==> config.mk <==
export PLATFORM = sky130hd
export DESIGN_NAME = fan_duty_slew_controller
export DESIGN_NICKNAME = d
export VERILOG_FILES = /design/src/sv/fdsc_pkg.sv /design/src/sv/fdsc_queue.sv /design/src/sv/fdsc_front.sv /design/src/sv/fdsc_div.sv /design/src/sv/fdsc_back.sv /design/src/sv/fan_duty_slew_controller.sv
export SDC_FILE = /design/constraint.sdc
export NUM_CORES = 2
export LEC_CHECK = 0
export BUFFER_PORTS_ARGS = -buffer_cell sky130_fd_sc_hd__buf_2
export CAP_MARGIN = 20
export CORE_MARGIN = 2
export CORE_UTILIZATION = 66
export DETAILED_ROUTE_END_ITERATION = 8
export HOLD_SLACK_MARGIN = 0.05
export PLACE_DENSITY = 0.83
export SLEW_MARGIN = 0
export SYNTH_ARGS = -nofsm -noshare
export SYNTH_HDL_FRONTEND = slang
export SYNTH_HIERARCHICAL = 1
export SYNTH_SLANG_ARGS = --single-unit
==> constraint.sdc <==
create_clock -name clk -period 9.84 [get_ports clk]
set_input_delay 1.476 -clock clk [delete_from_list [all_inputs] [get_ports clk]]
set_output_delay 1.476 -clock clk [all_outputs]
set_load 0.01 [all_outputs]
==> src/sv/fdsc_pkg.sv <==
// Shared types and constants for the fan duty slew controller.
package fdsc_pkg;

    localparam int PERMILLE_W = 10;
    localparam int DIVISOR_W  = 16;
    localparam int CMP_W      = 16;
    localparam int CFG_IDX_W  = 2;
    localparam int CFG_DATA_W = 16;

    localparam logic [PERMILLE_W-1:0] PERMILLE_FULL = 10'd1000;
    localparam logic [PERMILLE_W-1:0] DUTY_RESET    = 10'd500;

    localparam logic [CFG_IDX_W-1:0] REG_FULL_SCALE = 2'd0;
    localparam logic [CFG_IDX_W-1:0] REG_PWM_PERIOD = 2'd1;
    localparam logic [CFG_IDX_W-1:0] REG_DUTY_FLOOR = 2'd2;
    localparam logic [CFG_IDX_W-1:0] REG_SLEW_STEP  = 2'd3;

    localparam logic [14:0] FULL_SCALE_RESET = 15'd14100;
    localparam logic [15:0] PWM_PERIOD_RESET = 16'd600;
    localparam logic [9:0]  DUTY_FLOOR_RESET = 10'd300;
    localparam logic [9:0]  SLEW_STEP_RESET  = 10'd50;

    typedef struct packed {
        logic [14:0]           full_scale;
        logic [15:0]           period;
        logic [PERMILLE_W-1:0] floor_duty;
        logic [PERMILLE_W-1:0] slew;
    } cfg_t;

    // handshake between front end queue and back end
    typedef struct packed {
        logic push;
        logic pop;
    } q_ctrl_t;

    typedef struct packed {
        logic full;
        logic empty;
    } q_stat_t;

endpackage

==> src/sv/fdsc_queue.sv <==
// Two-entry queue carrying batch maxima from the front end to the back end.
module fdsc_queue
    import fdsc_pkg::*;
#(
    parameter int WIDTH = 15
)
(
    input  logic             clk,
    input  logic             rst_n,
    input  q_ctrl_t          ctrl,
    input  logic [WIDTH-1:0] wr_data,
    output logic [WIDTH-1:0] rd_data,
    output q_stat_t          stat
);

    logic [WIDTH-1:0] mem_reg [2];
    logic             wr_ptr_reg;
    logic             wr_ptr_next;
    logic             rd_ptr_reg;
    logic             rd_ptr_next;
    logic [1:0]       count_reg;
    logic [1:0]       count_next;
    logic             do_push;
    logic             do_pop;

    assign stat.full  = (count_reg == 2'd2);
    assign stat.empty = (count_reg == 2'd0);
    assign do_push    = ctrl.push && !stat.full;
    assign do_pop     = ctrl.pop && !stat.empty;
    assign rd_data    = mem_reg[rd_ptr_reg];

    always_comb
    begin
        wr_ptr_next = do_push ? !wr_ptr_reg : wr_ptr_reg;
        rd_ptr_next = do_pop ? !rd_ptr_reg : rd_ptr_reg;
        count_next  = count_reg;
        if (do_push && !do_pop)
        begin
            count_next = count_reg + 2'd1;
        end
        else if (do_pop && !do_push)
        begin
            count_next = count_reg - 2'd1;
        end
    end

    always_ff @(posedge clk)
    begin
        if (do_push)
        begin
            mem_reg[wr_ptr_reg] <= wr_data;
        end
    end

    always_ff @(posedge clk or negedge rst_n)
    begin
        if (!rst_n)
        begin
            wr_ptr_reg <= 1'b0;
            rd_ptr_reg <= 1'b0;
            count_reg  <= 2'd0;
        end
        else
        begin
            wr_ptr_reg <= wr_ptr_next;
            rd_ptr_reg <= rd_ptr_next;
            count_reg  <= count_next;
        end
    end

endmodule

==> src/sv/fdsc_front.sv <==
// Front end: sample magnitude, running batch maximum, hand-off on the last sample.
module fdsc_front
    import fdsc_pkg::*;
#(
    parameter int SAMPLE_WIDTH = 16
)
(
    input  logic                    clk,
    input  logic                    rst_n,
    input  logic                    sample_valid,
    output logic                    sample_ready,
    input  logic [SAMPLE_WIDTH-1:0] sample,
    input  logic                    sample_last,
    input  q_stat_t                 q_stat,
    output logic                    q_push,
    output logic [SAMPLE_WIDTH-2:0] q_data
);

    localparam int MAG_W = SAMPLE_WIDTH - 1;

    logic [MAG_W-1:0]        run_max_reg;
    logic [MAG_W-1:0]        run_max_next;
    logic [SAMPLE_WIDTH-1:0] neg;
    logic [MAG_W-1:0]        mag;
    logic [MAG_W-1:0]        cand;
    logic                    xfer;

    assign sample_ready = !q_stat.full;
    assign xfer         = sample_valid && sample_ready;

    always_comb
    begin
        neg = -sample;
        if (!sample[SAMPLE_WIDTH-1])
        begin
            mag = sample[MAG_W-1:0];
        end
        else if (neg[SAMPLE_WIDTH-1])
        begin
            // most negative code saturates
            mag = {MAG_W{1'b1}};
        end
        else
        begin
            mag = neg[MAG_W-1:0];
        end
        cand = (mag > run_max_reg) ? mag : run_max_reg;

        run_max_next = run_max_reg;
        if (xfer)
        begin
            run_max_next = sample_last ? '0 : cand;
        end
    end

    assign q_push = xfer && sample_last;
    assign q_data = cand;

    always_ff @(posedge clk or negedge rst_n)
    begin
        if (!rst_n)
        begin
            run_max_reg <= '0;
        end
        else
        begin
            run_max_reg <= run_max_next;
        end
    end

endmodule

==> src/sv/fdsc_div.sv <==
// Restoring divider for the target duty, one quotient bit per cycle.
module fdsc_div
    import fdsc_pkg::*;
#(
    parameter int DIVIDEND_W = 26
)
(
    input  logic                  clk,
    input  logic                  rst_n,
    input  logic                  start,
    input  logic [DIVIDEND_W-1:0] dividend,
    input  logic [DIVISOR_W-1:0]  divisor,
    output logic                  done,
    output logic [DIVIDEND_W-1:0] quotient
);

    localparam int CNT_W = $clog2(DIVIDEND_W + 1);

    logic                  busy_reg;
    logic                  busy_next;
    logic                  done_reg;
    logic                  done_next;
    logic [CNT_W-1:0]      cnt_reg;
    logic [CNT_W-1:0]      cnt_next;
    logic [DIVIDEND_W-1:0] quot_reg;
    logic [DIVIDEND_W-1:0] quot_next;
    logic [DIVISOR_W-1:0]  rem_reg;
    logic [DIVISOR_W-1:0]  rem_next;
    logic [DIVISOR_W-1:0]  dvs_reg;
    logic [DIVISOR_W-1:0]  dvs_next;
    logic [DIVISOR_W:0]    trial;
    logic [DIVISOR_W:0]    diff;
    logic                  ge;

    assign done     = done_reg;
    assign quotient = quot_reg;

    always_comb
    begin
        trial     = {rem_reg, quot_reg[DIVIDEND_W-1]};
        ge        = (trial >= {1'b0, dvs_reg});
        diff      = trial - {1'b0, dvs_reg};
        busy_next = busy_reg;
        done_next = 1'b0;
        cnt_next  = cnt_reg;
        quot_next = quot_reg;
        rem_next  = rem_reg;
        dvs_next  = dvs_reg;
        if (start)
        begin
            busy_next = 1'b1;
            cnt_next  = CNT_W'(DIVIDEND_W);
            quot_next = dividend;
            rem_next  = '0;
            dvs_next  = divisor;
        end
        else if (busy_reg)
        begin
            // remainder stays below the divisor, so the low bits hold it
            rem_next  = ge ? diff[DIVISOR_W-1:0] : trial[DIVISOR_W-1:0];
            quot_next = {quot_reg[DIVIDEND_W-2:0], ge};
            cnt_next  = cnt_reg - CNT_W'(1);
            if (cnt_reg == CNT_W'(1))
            begin
                busy_next = 1'b0;
                done_next = 1'b1;
            end
        end
    end

    always_ff @(posedge clk)
    begin
        quot_reg <= quot_next;
        rem_reg  <= rem_next;
        dvs_reg  <= dvs_next;
    end

    always_ff @(posedge clk or negedge rst_n)
    begin
        if (!rst_n)
        begin
            busy_reg <= 1'b0;
            done_reg <= 1'b0;
            cnt_reg  <= '0;
        end
        else
        begin
            busy_reg <= busy_next;
            done_reg <= done_next;
            cnt_reg  <= cnt_next;
        end
    end

endmodule

==> src/sv/fdsc_back.sv <==
// Back end: target duty, slew limit, compare value and the output register.
module fdsc_back
    import fdsc_pkg::*;
#(
    parameter int SAMPLE_WIDTH = 16,
    parameter int DIVIDEND_W   = 26
)
(
    input  logic                    clk,
    input  logic                    rst_n,
    input  cfg_t                    cfg,
    input  q_stat_t                 q_stat,
    output logic                    q_pop,
    input  logic [SAMPLE_WIDTH-2:0] q_data,
    output logic                    res_valid,
    input  logic                    res_ready,
    output logic [PERMILLE_W-1:0]   res_duty,
    output logic [CMP_W-1:0]        res_compare
);

    localparam int MAG_W   = SAMPLE_WIDTH - 1;
    localparam int PROD2_W = CMP_W + PERMILLE_W;

    // floor(x / 1000) as (x * ceil(2^36 / 1000)) >> 36, exact for x below 2^26
    localparam int          RCP_W     = 27;
    localparam int          RCP_SHIFT = 36;
    localparam logic [26:0] RCP_MULT  = 27'd68719477;

    localparam logic [2:0] ST_IDLE = 3'd0;
    localparam logic [2:0] ST_MUL1 = 3'd1;
    localparam logic [2:0] ST_GO1  = 3'd2;
    localparam logic [2:0] ST_DIV1 = 3'd3;
    localparam logic [2:0] ST_SLEW = 3'd4;
    localparam logic [2:0] ST_MUL2 = 3'd5;
    localparam logic [2:0] ST_RCP  = 3'd6;
    localparam logic [2:0] ST_EMIT = 3'd7;

    logic [2:0]            state_reg;
    logic [2:0]            state_next;
    logic [MAG_W-1:0]      max_reg;
    logic [MAG_W-1:0]      max_next;
    logic [DIVIDEND_W-1:0] prod_reg;
    logic [DIVIDEND_W-1:0] prod_next;
    logic [PERMILLE_W-1:0] target_reg;
    logic [PERMILLE_W-1:0] target_next;
    logic [PERMILLE_W-1:0] duty_reg;
    logic [PERMILLE_W-1:0] duty_next;
    logic                  out_valid_reg;
    logic                  out_valid_next;
    logic [PERMILLE_W-1:0] out_duty_reg;
    logic [PERMILLE_W-1:0] out_duty_next;
    logic [CMP_W-1:0]      out_cmp_reg;
    logic [CMP_W-1:0]      out_cmp_next;

    logic                  div_start;
    logic [DIVISOR_W-1:0]  div_divisor;
    logic                  div_done;
    logic [DIVIDEND_W-1:0] div_q;

    logic [MAG_W+PERMILLE_W-1:0] scaled;
    logic [CMP_W+PERMILLE_W-1:0] period_prod;
    logic [PROD2_W+RCP_W-1:0]    rcp_prod;
    logic [PERMILLE_W-1:0]       floor_c;
    logic [PERMILLE_W-1:0]       clamp_hi;
    logic [PERMILLE_W-1:0]       slew_diff;
    logic                        out_free;

    fdsc_div #(
        .DIVIDEND_W (DIVIDEND_W)
    ) u_div (
        .clk      (clk),
        .rst_n    (rst_n),
        .start    (div_start),
        .dividend (prod_reg),
        .divisor  (div_divisor),
        .done     (div_done),
        .quotient (div_q)
    );

    assign div_start   = (state_reg == ST_GO1);
    assign div_divisor = {1'b0, cfg.full_scale};
    assign q_pop       = (state_reg == ST_IDLE) && !q_stat.empty;
    assign out_free    = !out_valid_reg || res_ready;

    assign res_valid   = out_valid_reg;
    assign res_duty    = out_duty_reg;
    assign res_compare = out_cmp_reg;

    always_comb
    begin
        scaled      = max_reg * PERMILLE_FULL;
        period_prod = cfg.period * (PERMILLE_FULL - duty_reg);
        rcp_prod    = prod_reg[PROD2_W-1:0] * RCP_MULT;
        floor_c     = (cfg.floor_duty > PERMILLE_FULL) ? PERMILLE_FULL : cfg.floor_duty;
        clamp_hi    = (div_q > DIVIDEND_W'(PERMILLE_FULL)) ? PERMILLE_FULL
                                                          : div_q[PERMILLE_W-1:0];
        slew_diff   = (duty_reg > target_reg) ? (duty_reg - target_reg)
                                              : (target_reg - duty_reg);

        state_next     = state_reg;
        max_next       = max_reg;
        prod_next      = prod_reg;
        target_next    = target_reg;
        duty_next      = duty_reg;
        out_valid_next = out_valid_reg && !res_ready;
        out_duty_next  = out_duty_reg;
        out_cmp_next   = out_cmp_reg;

        case (state_reg)
            ST_IDLE:
            begin
                if (!q_stat.empty)
                begin
                    max_next   = q_data;
                    state_next = ST_MUL1;
                end
            end
            ST_MUL1:
            begin
                prod_next = DIVIDEND_W'(scaled);
                if (cfg.full_scale == '0)
                begin
                    // zero full scale saturates the target
                    target_next = PERMILLE_FULL;
                    state_next  = ST_SLEW;
                end
                else
                begin
                    state_next = ST_GO1;
                end
            end
            ST_GO1:
            begin
                state_next = ST_DIV1;
            end
            ST_DIV1:
            begin
                if (div_done)
                begin
                    target_next = (clamp_hi < floor_c) ? floor_c : clamp_hi;
                    state_next  = ST_SLEW;
                end
            end
            ST_SLEW:
            begin
                if (slew_diff <= cfg.slew)
                begin
                    duty_next = target_reg;
                end
                else if (duty_reg > target_reg)
                begin
                    duty_next = duty_reg - cfg.slew;
                end
                else
                begin
                    duty_next = duty_reg + cfg.slew;
                end
                state_next = ST_MUL2;
            end
            ST_MUL2:
            begin
                prod_next  = DIVIDEND_W'(period_prod);
                state_next = ST_RCP;
            end
            ST_RCP:
            begin
                // compare value replaces the product
                prod_next  = DIVIDEND_W'(rcp_prod[RCP_SHIFT +: CMP_W]);
                state_next = ST_EMIT;
            end
            ST_EMIT:
            begin
                if (out_free)
                begin
                    out_valid_next = 1'b1;
                    out_duty_next  = duty_reg;
                    out_cmp_next   = prod_reg[CMP_W-1:0];
                    state_next     = ST_IDLE;
                end
            end
            default:
            begin
                state_next = ST_IDLE;
            end
        endcase
    end

    always_ff @(posedge clk)
    begin
        max_reg      <= max_next;
        prod_reg     <= prod_next;
        target_reg   <= target_next;
        out_duty_reg <= out_duty_next;
        out_cmp_reg  <= out_cmp_next;
    end

    always_ff @(posedge clk or negedge rst_n)
    begin
        if (!rst_n)
        begin
            state_reg     <= ST_IDLE;
            duty_reg      <= DUTY_RESET;
            out_valid_reg <= 1'b0;
        end
        else
        begin
            state_reg     <= state_next;
            duty_reg      <= duty_next;
            out_valid_reg <= out_valid_next;
        end
    end

endmodule

==> src/sv/fan_duty_slew_controller.sv <==
// Top level: one sample per cycle in while the queue is not full; per batch the divider runs
// once for the target (skipped with zero full scale), and the back end takes a new batch
// maximum only after its previous result has entered the output register.
// Two batch maxima can queue while the divider is busy.
// Reset: running max cleared, duty set to 500 permille, registers to defaults.
module fan_duty_slew_controller
    import fdsc_pkg::*;
#(
    parameter int SAMPLE_WIDTH = 16
)
(
    input  logic                             clk,
    input  logic                             rst_n,
    input  logic                             s_tvalid,
    output logic                             s_tready,
    input  logic [((SAMPLE_WIDTH+7)/8)*8-1:0] s_tdata,  // current_sample
    input  logic                             s_tlast,   // last_sample
    output logic                             m_tvalid,
    input  logic                             m_tready,
    output logic [31:0]                      m_tdata,   // duty_permille, compare_value
    input  logic                             cfg_valid,
    output logic                             cfg_ready,
    input  logic [CFG_IDX_W-1:0]             cfg_index,
    input  logic [CFG_DATA_W-1:0]            cfg_data
);

    localparam int PROD1_W    = SAMPLE_WIDTH - 1 + PERMILLE_W;
    localparam int PROD2_W    = CMP_W + PERMILLE_W;
    localparam int DIVIDEND_W = (PROD1_W > PROD2_W) ? PROD1_W : PROD2_W;

    cfg_t                    cfg_reg;
    cfg_t                    cfg_next;
    q_ctrl_t                 q_ctrl;
    q_stat_t                 q_stat;
    logic [SAMPLE_WIDTH-2:0] q_wr_data;
    logic [SAMPLE_WIDTH-2:0] q_rd_data;
    logic [PERMILLE_W-1:0]   res_duty;
    logic [CMP_W-1:0]        res_compare;

    assign cfg_ready = 1'b1;

    always_comb
    begin
        cfg_next = cfg_reg;
        if (cfg_valid)
        begin
            case (cfg_index)
                REG_FULL_SCALE: cfg_next.full_scale = cfg_data[14:0];
                REG_PWM_PERIOD: cfg_next.period     = cfg_data;
                REG_DUTY_FLOOR: cfg_next.floor_duty = cfg_data[PERMILLE_W-1:0];
                REG_SLEW_STEP:  cfg_next.slew       = cfg_data[PERMILLE_W-1:0];
                default:        cfg_next = cfg_reg;
            endcase
        end
    end

    always_ff @(posedge clk or negedge rst_n)
    begin
        if (!rst_n)
        begin
            cfg_reg.full_scale <= FULL_SCALE_RESET;
            cfg_reg.period     <= PWM_PERIOD_RESET;
            cfg_reg.floor_duty <= DUTY_FLOOR_RESET;
            cfg_reg.slew       <= SLEW_STEP_RESET;
        end
        else
        begin
            cfg_reg <= cfg_next;
        end
    end

    fdsc_front #(
        .SAMPLE_WIDTH (SAMPLE_WIDTH)
    ) u_front (
        .clk          (clk),
        .rst_n        (rst_n),
        .sample_valid (s_tvalid),
        .sample_ready (s_tready),
        .sample       (s_tdata[SAMPLE_WIDTH-1:0]),
        .sample_last  (s_tlast),
        .q_stat       (q_stat),
        .q_push       (q_ctrl.push),
        .q_data       (q_wr_data)
    );

    fdsc_queue #(
        .WIDTH (SAMPLE_WIDTH - 1)
    ) u_queue (
        .clk     (clk),
        .rst_n   (rst_n),
        .ctrl    (q_ctrl),
        .wr_data (q_wr_data),
        .rd_data (q_rd_data),
        .stat    (q_stat)
    );

    fdsc_back #(
        .SAMPLE_WIDTH (SAMPLE_WIDTH),
        .DIVIDEND_W   (DIVIDEND_W)
    ) u_back (
        .clk         (clk),
        .rst_n       (rst_n),
        .cfg         (cfg_reg),
        .q_stat      (q_stat),
        .q_pop       (q_ctrl.pop),
        .q_data      (q_rd_data),
        .res_valid   (m_tvalid),
        .res_ready   (m_tready),
        .res_duty    (res_duty),
        .res_compare (res_compare)
    );

    assign m_tdata = {6'd0, res_compare, res_duty};

endmodule
==> metrics.md <==
| Metric | Value |
|---|---|
| Chip height | `224.0 um` |
| Number of flip-flops in the largest register | `51` |
| CP Data Required Time | `10.15 ns` |
| Clock-pin slew on the worst setup and hold paths | `0.06 ns` |
| Routed len/inst | `19.89 um` |
| Unique masters post-synth | `98` |
| Grt ovf | `0` |
| Antenna violations before repair | `0` |
| Sequential fraction of the synthesis area | `22.23%` |
| Critical path's slowest cell | `dfrtp_1` |
| Crit path kind | `register to register` |
| H-tree depth | `1` |
| Cells after Synth | `3127` |
| Core ar. | `47750 sq um` |
| Netlist Area Pre-Place | `about 32000 sq um` |
| Cell Chain, Critical Path | `inv_1, ha_1, a21o_1, a21oi_1, nand3_1, xnor2_2, and2_1, fa_1, fa_1, fa_1, fa_1, inv_1, fa_1, inv_1, ha_1, or4_1, a211oi_1, o31ai_1, a31oi_1, o21ai_1, a21oi_1, o21ai_0, xnor2_1, o22ai_1` |
| Slew margin rel. | `31.52%` |
| #FFs+latches synth | `256` |
| Clk buf depth | `3` |
| Cell row count | `80` |
| Hold Crit Class | `register to register` |
| Diodes inserted | `0` |
| Clock Tree Root | `clkbuf_16` |
| Number of flops mapped to enable cells by yosys | `149` |
| Synth Warn # | `6` |
| Synthesis-to-layout area growth | `6.048%` |
| Clock sinks | `256` |
| Die ar. | `50170 sq um` |
| Via count | `22780` |
| Ys flop type | `edfxtp_1` |
| IO Pins | `75` |
| IO buf count | `between 60 and 70` |
| Horiz. Die Dim | `224.0 um` |
| Aggregate global-route resource usage | `31.12%` |
| Worst Tran Pin Value | `1.020 ns` |
| F_max | `0.1209 GHz` |
| Final Hold Fails | `0` |
| RSZ-0062 raised after global routing | `no` |
| Hold_buf cts | `0` |
| Gpl congestion | `0.9666` |
| Remaining antenna violation count after routing | `0` |
| FFs w/ async S/R, synth | `35.55%` |
| Most used cell, CP | `fa_1` |
| Initial drt markers | `1707` |
| Clock Latency Late Sink | `slightly below 0.6 ns` |
| Multi-input gate area | `21950 sq um` |
| Postcts setup bufs | `0` |
| Drt total wl | `between 70000 and 80000 um` |
| DRC | `0` |
| Reg area | `7102 sq um` |
| Max-slew violations | `0` |
| Setup TNS | `0 ns` |
| CP Max Fanout | `21` |
| Final Net Count | `4082` |
| Vias in the first global route | `~25000` |
| Worst stage delay on the critical path | `around 0.77 ns` |
| Syn avg cell area | `between 10 and 15 sq um` |
| First-pass GRT wire length | `between 100000 and 150000 um` |
| Layout cells sized above 1 | `9.787%` |
| CTS tree | `done` |
| Min Tclk post-route | `about 8.3 ns` |
| Startpoint types | `register` |
| Initial core utilization | `between 60 and 70%` |
| TritonCTS buffer count | `29` |
| Register-to-Register Setup Slack | `1.57 ns` |
| Final worst-path cycle share | `84.04%` |
| CP Data Arrival Time | `approximately 8.6 ns` |
| Via density per instance | `between 5 and 6` |
| Status | `complete, no violations` |
| Final setup viols | `0` |
| Dpl hpwl | `60320 um` |
| Largest net degree at the start of global routing | `73` |
| Fillers | `about 3400` |
| CP Capture Type | `register` |
| Max cap viols | `0` |
| Final Skew | `approximately 0.017 ns` |
| Drt first pass iters | `5` |
| Post-CTS Resized | `0` |
[cell usage after synthesis (all sizes together) (16+ instances only)]
cell,instances,area (sq um)
a21o,49,369.1
a21oi,103,526.8
a31oi,17,106.4
and2,93,583.1
buf,22,171.4
clkbuf,57,224.0
dfrtp,67,1677
dfstp,24,630.6
dfxtp,16,320.3
edfxtp,149,4474
fa,392,7848
ha,474,5931
inv,676,2537
mux2,99,1149
mux2i,19,190.2
nand2,219,824.5
nand3,30,160.2
nand4,23,143.9
nor2,104,390.4
nor3,31,160.1
o21ai,91,455.4
o21bai,20,150.1
xnor2,73,639.4
xor2,43,376.6
[critical path: cells and delay by family, from the launching register on]
kind,cells,cell delay (ns)
fa+ha+maj,7,3.12
xor+xnor,2,0.87
buf+inv,3,0.29
compound gates,9,2.01
flops,1,0.77
simple gates,3,0.91
[metal layers]
| metal | track usage [%] | wire length, um |
|---|---|---|
| met1 | 39.73 | 30210 |
| met2 | 52.77 | 36620 |
| met3 | 4.774 | 5395 |
| met5 | 0 | 0 |
| met4 | 13.74 | 3613 |
[cells by family after synthesis]
logic type / after synthesis / share of synthesized area [%]
compound gates: 420 / 8.814
buf+inv: 755 / 9.182
mux: 118 / 4.191
simple gates: 593 / 9.229
other cells: 3 / 0.03525
flops: 256 / 22.23
fa+ha+maj: 866 / 43.14
xor+xnor: 116 / 3.181
[path summary, 6_finish.rpt]
path / from / end / cells after the start
min: cfg_reg[42] / u_back/u_div/dvs_reg[6] / 0
max in group asynchronous: rst_n / cfg_reg[42] / 2
min in group asynchronous: rst_n / u_front/run_max_reg[5] / 1
max: u_back/duty_reg[0] / u_back/prod_reg[24] / 24
min reg2reg: cfg_reg[42] / u_back/u_div/dvs_reg[6] / 0
max reg2reg: u_back/duty_reg[0] / u_back/prod_reg[24] / 24
[layout by cell type (no fill, tap or decap), types with 48 or more instances in the layout]
| master | count |
|---|---|
| inv_1 | 676 |
| edfxtp_1 | 149 |
| buf_2 | 66 |
| dfrtp_1 | 67 |
| nand2_1 | 218 |
| mux2_2 | 90 |
| a21o_1 | 48 |
| xnor2_1 | 72 |
| and2_1 | 92 |
| a21oi_1 | 99 |
| fa_1 | 392 |
| nor2_1 | 103 |
| ha_1 | 474 |
| o21ai_0 | 84 |
[per-stage QoR]
stage | setup WS, ns | util, % | hold slack (ns) | cells | cell area, sq um
4_1_cts | 1.321 | 70.90 | 0.4856 | 3811 | 33850
3_5_place_dp | 1.406 | 68.83 | 0.4654 | 3758 | 32870
5_1_grt | 1.072 | 70.95 | 0.5072 | 3813 | 33870
3_3_place_gp | 1.951 | 68.82 | 0.4658 | 3757 | 32860
2_1_floorplan | 3.044 | - | 0.4431 | 3132 | 31960
6_report | 1.570 | 70.95 | 0.4830 | 3813 | 33870
[layout make-up]
cell class / instances / share of cell area, %
flip-flops and latches: 256 / 20.97
clock buffers: 35 / 2.238
well taps: 615 / 2.272
repair buffers: 92 / 1.551
multi-input cells: 2121 / 64.81
inverters: 676 / 7.491
clock inverters: 18 / 0.6723
Power is not shown: default switching activity piles up to over one toggle a cycle in this logic, so the estimate is an artifact.
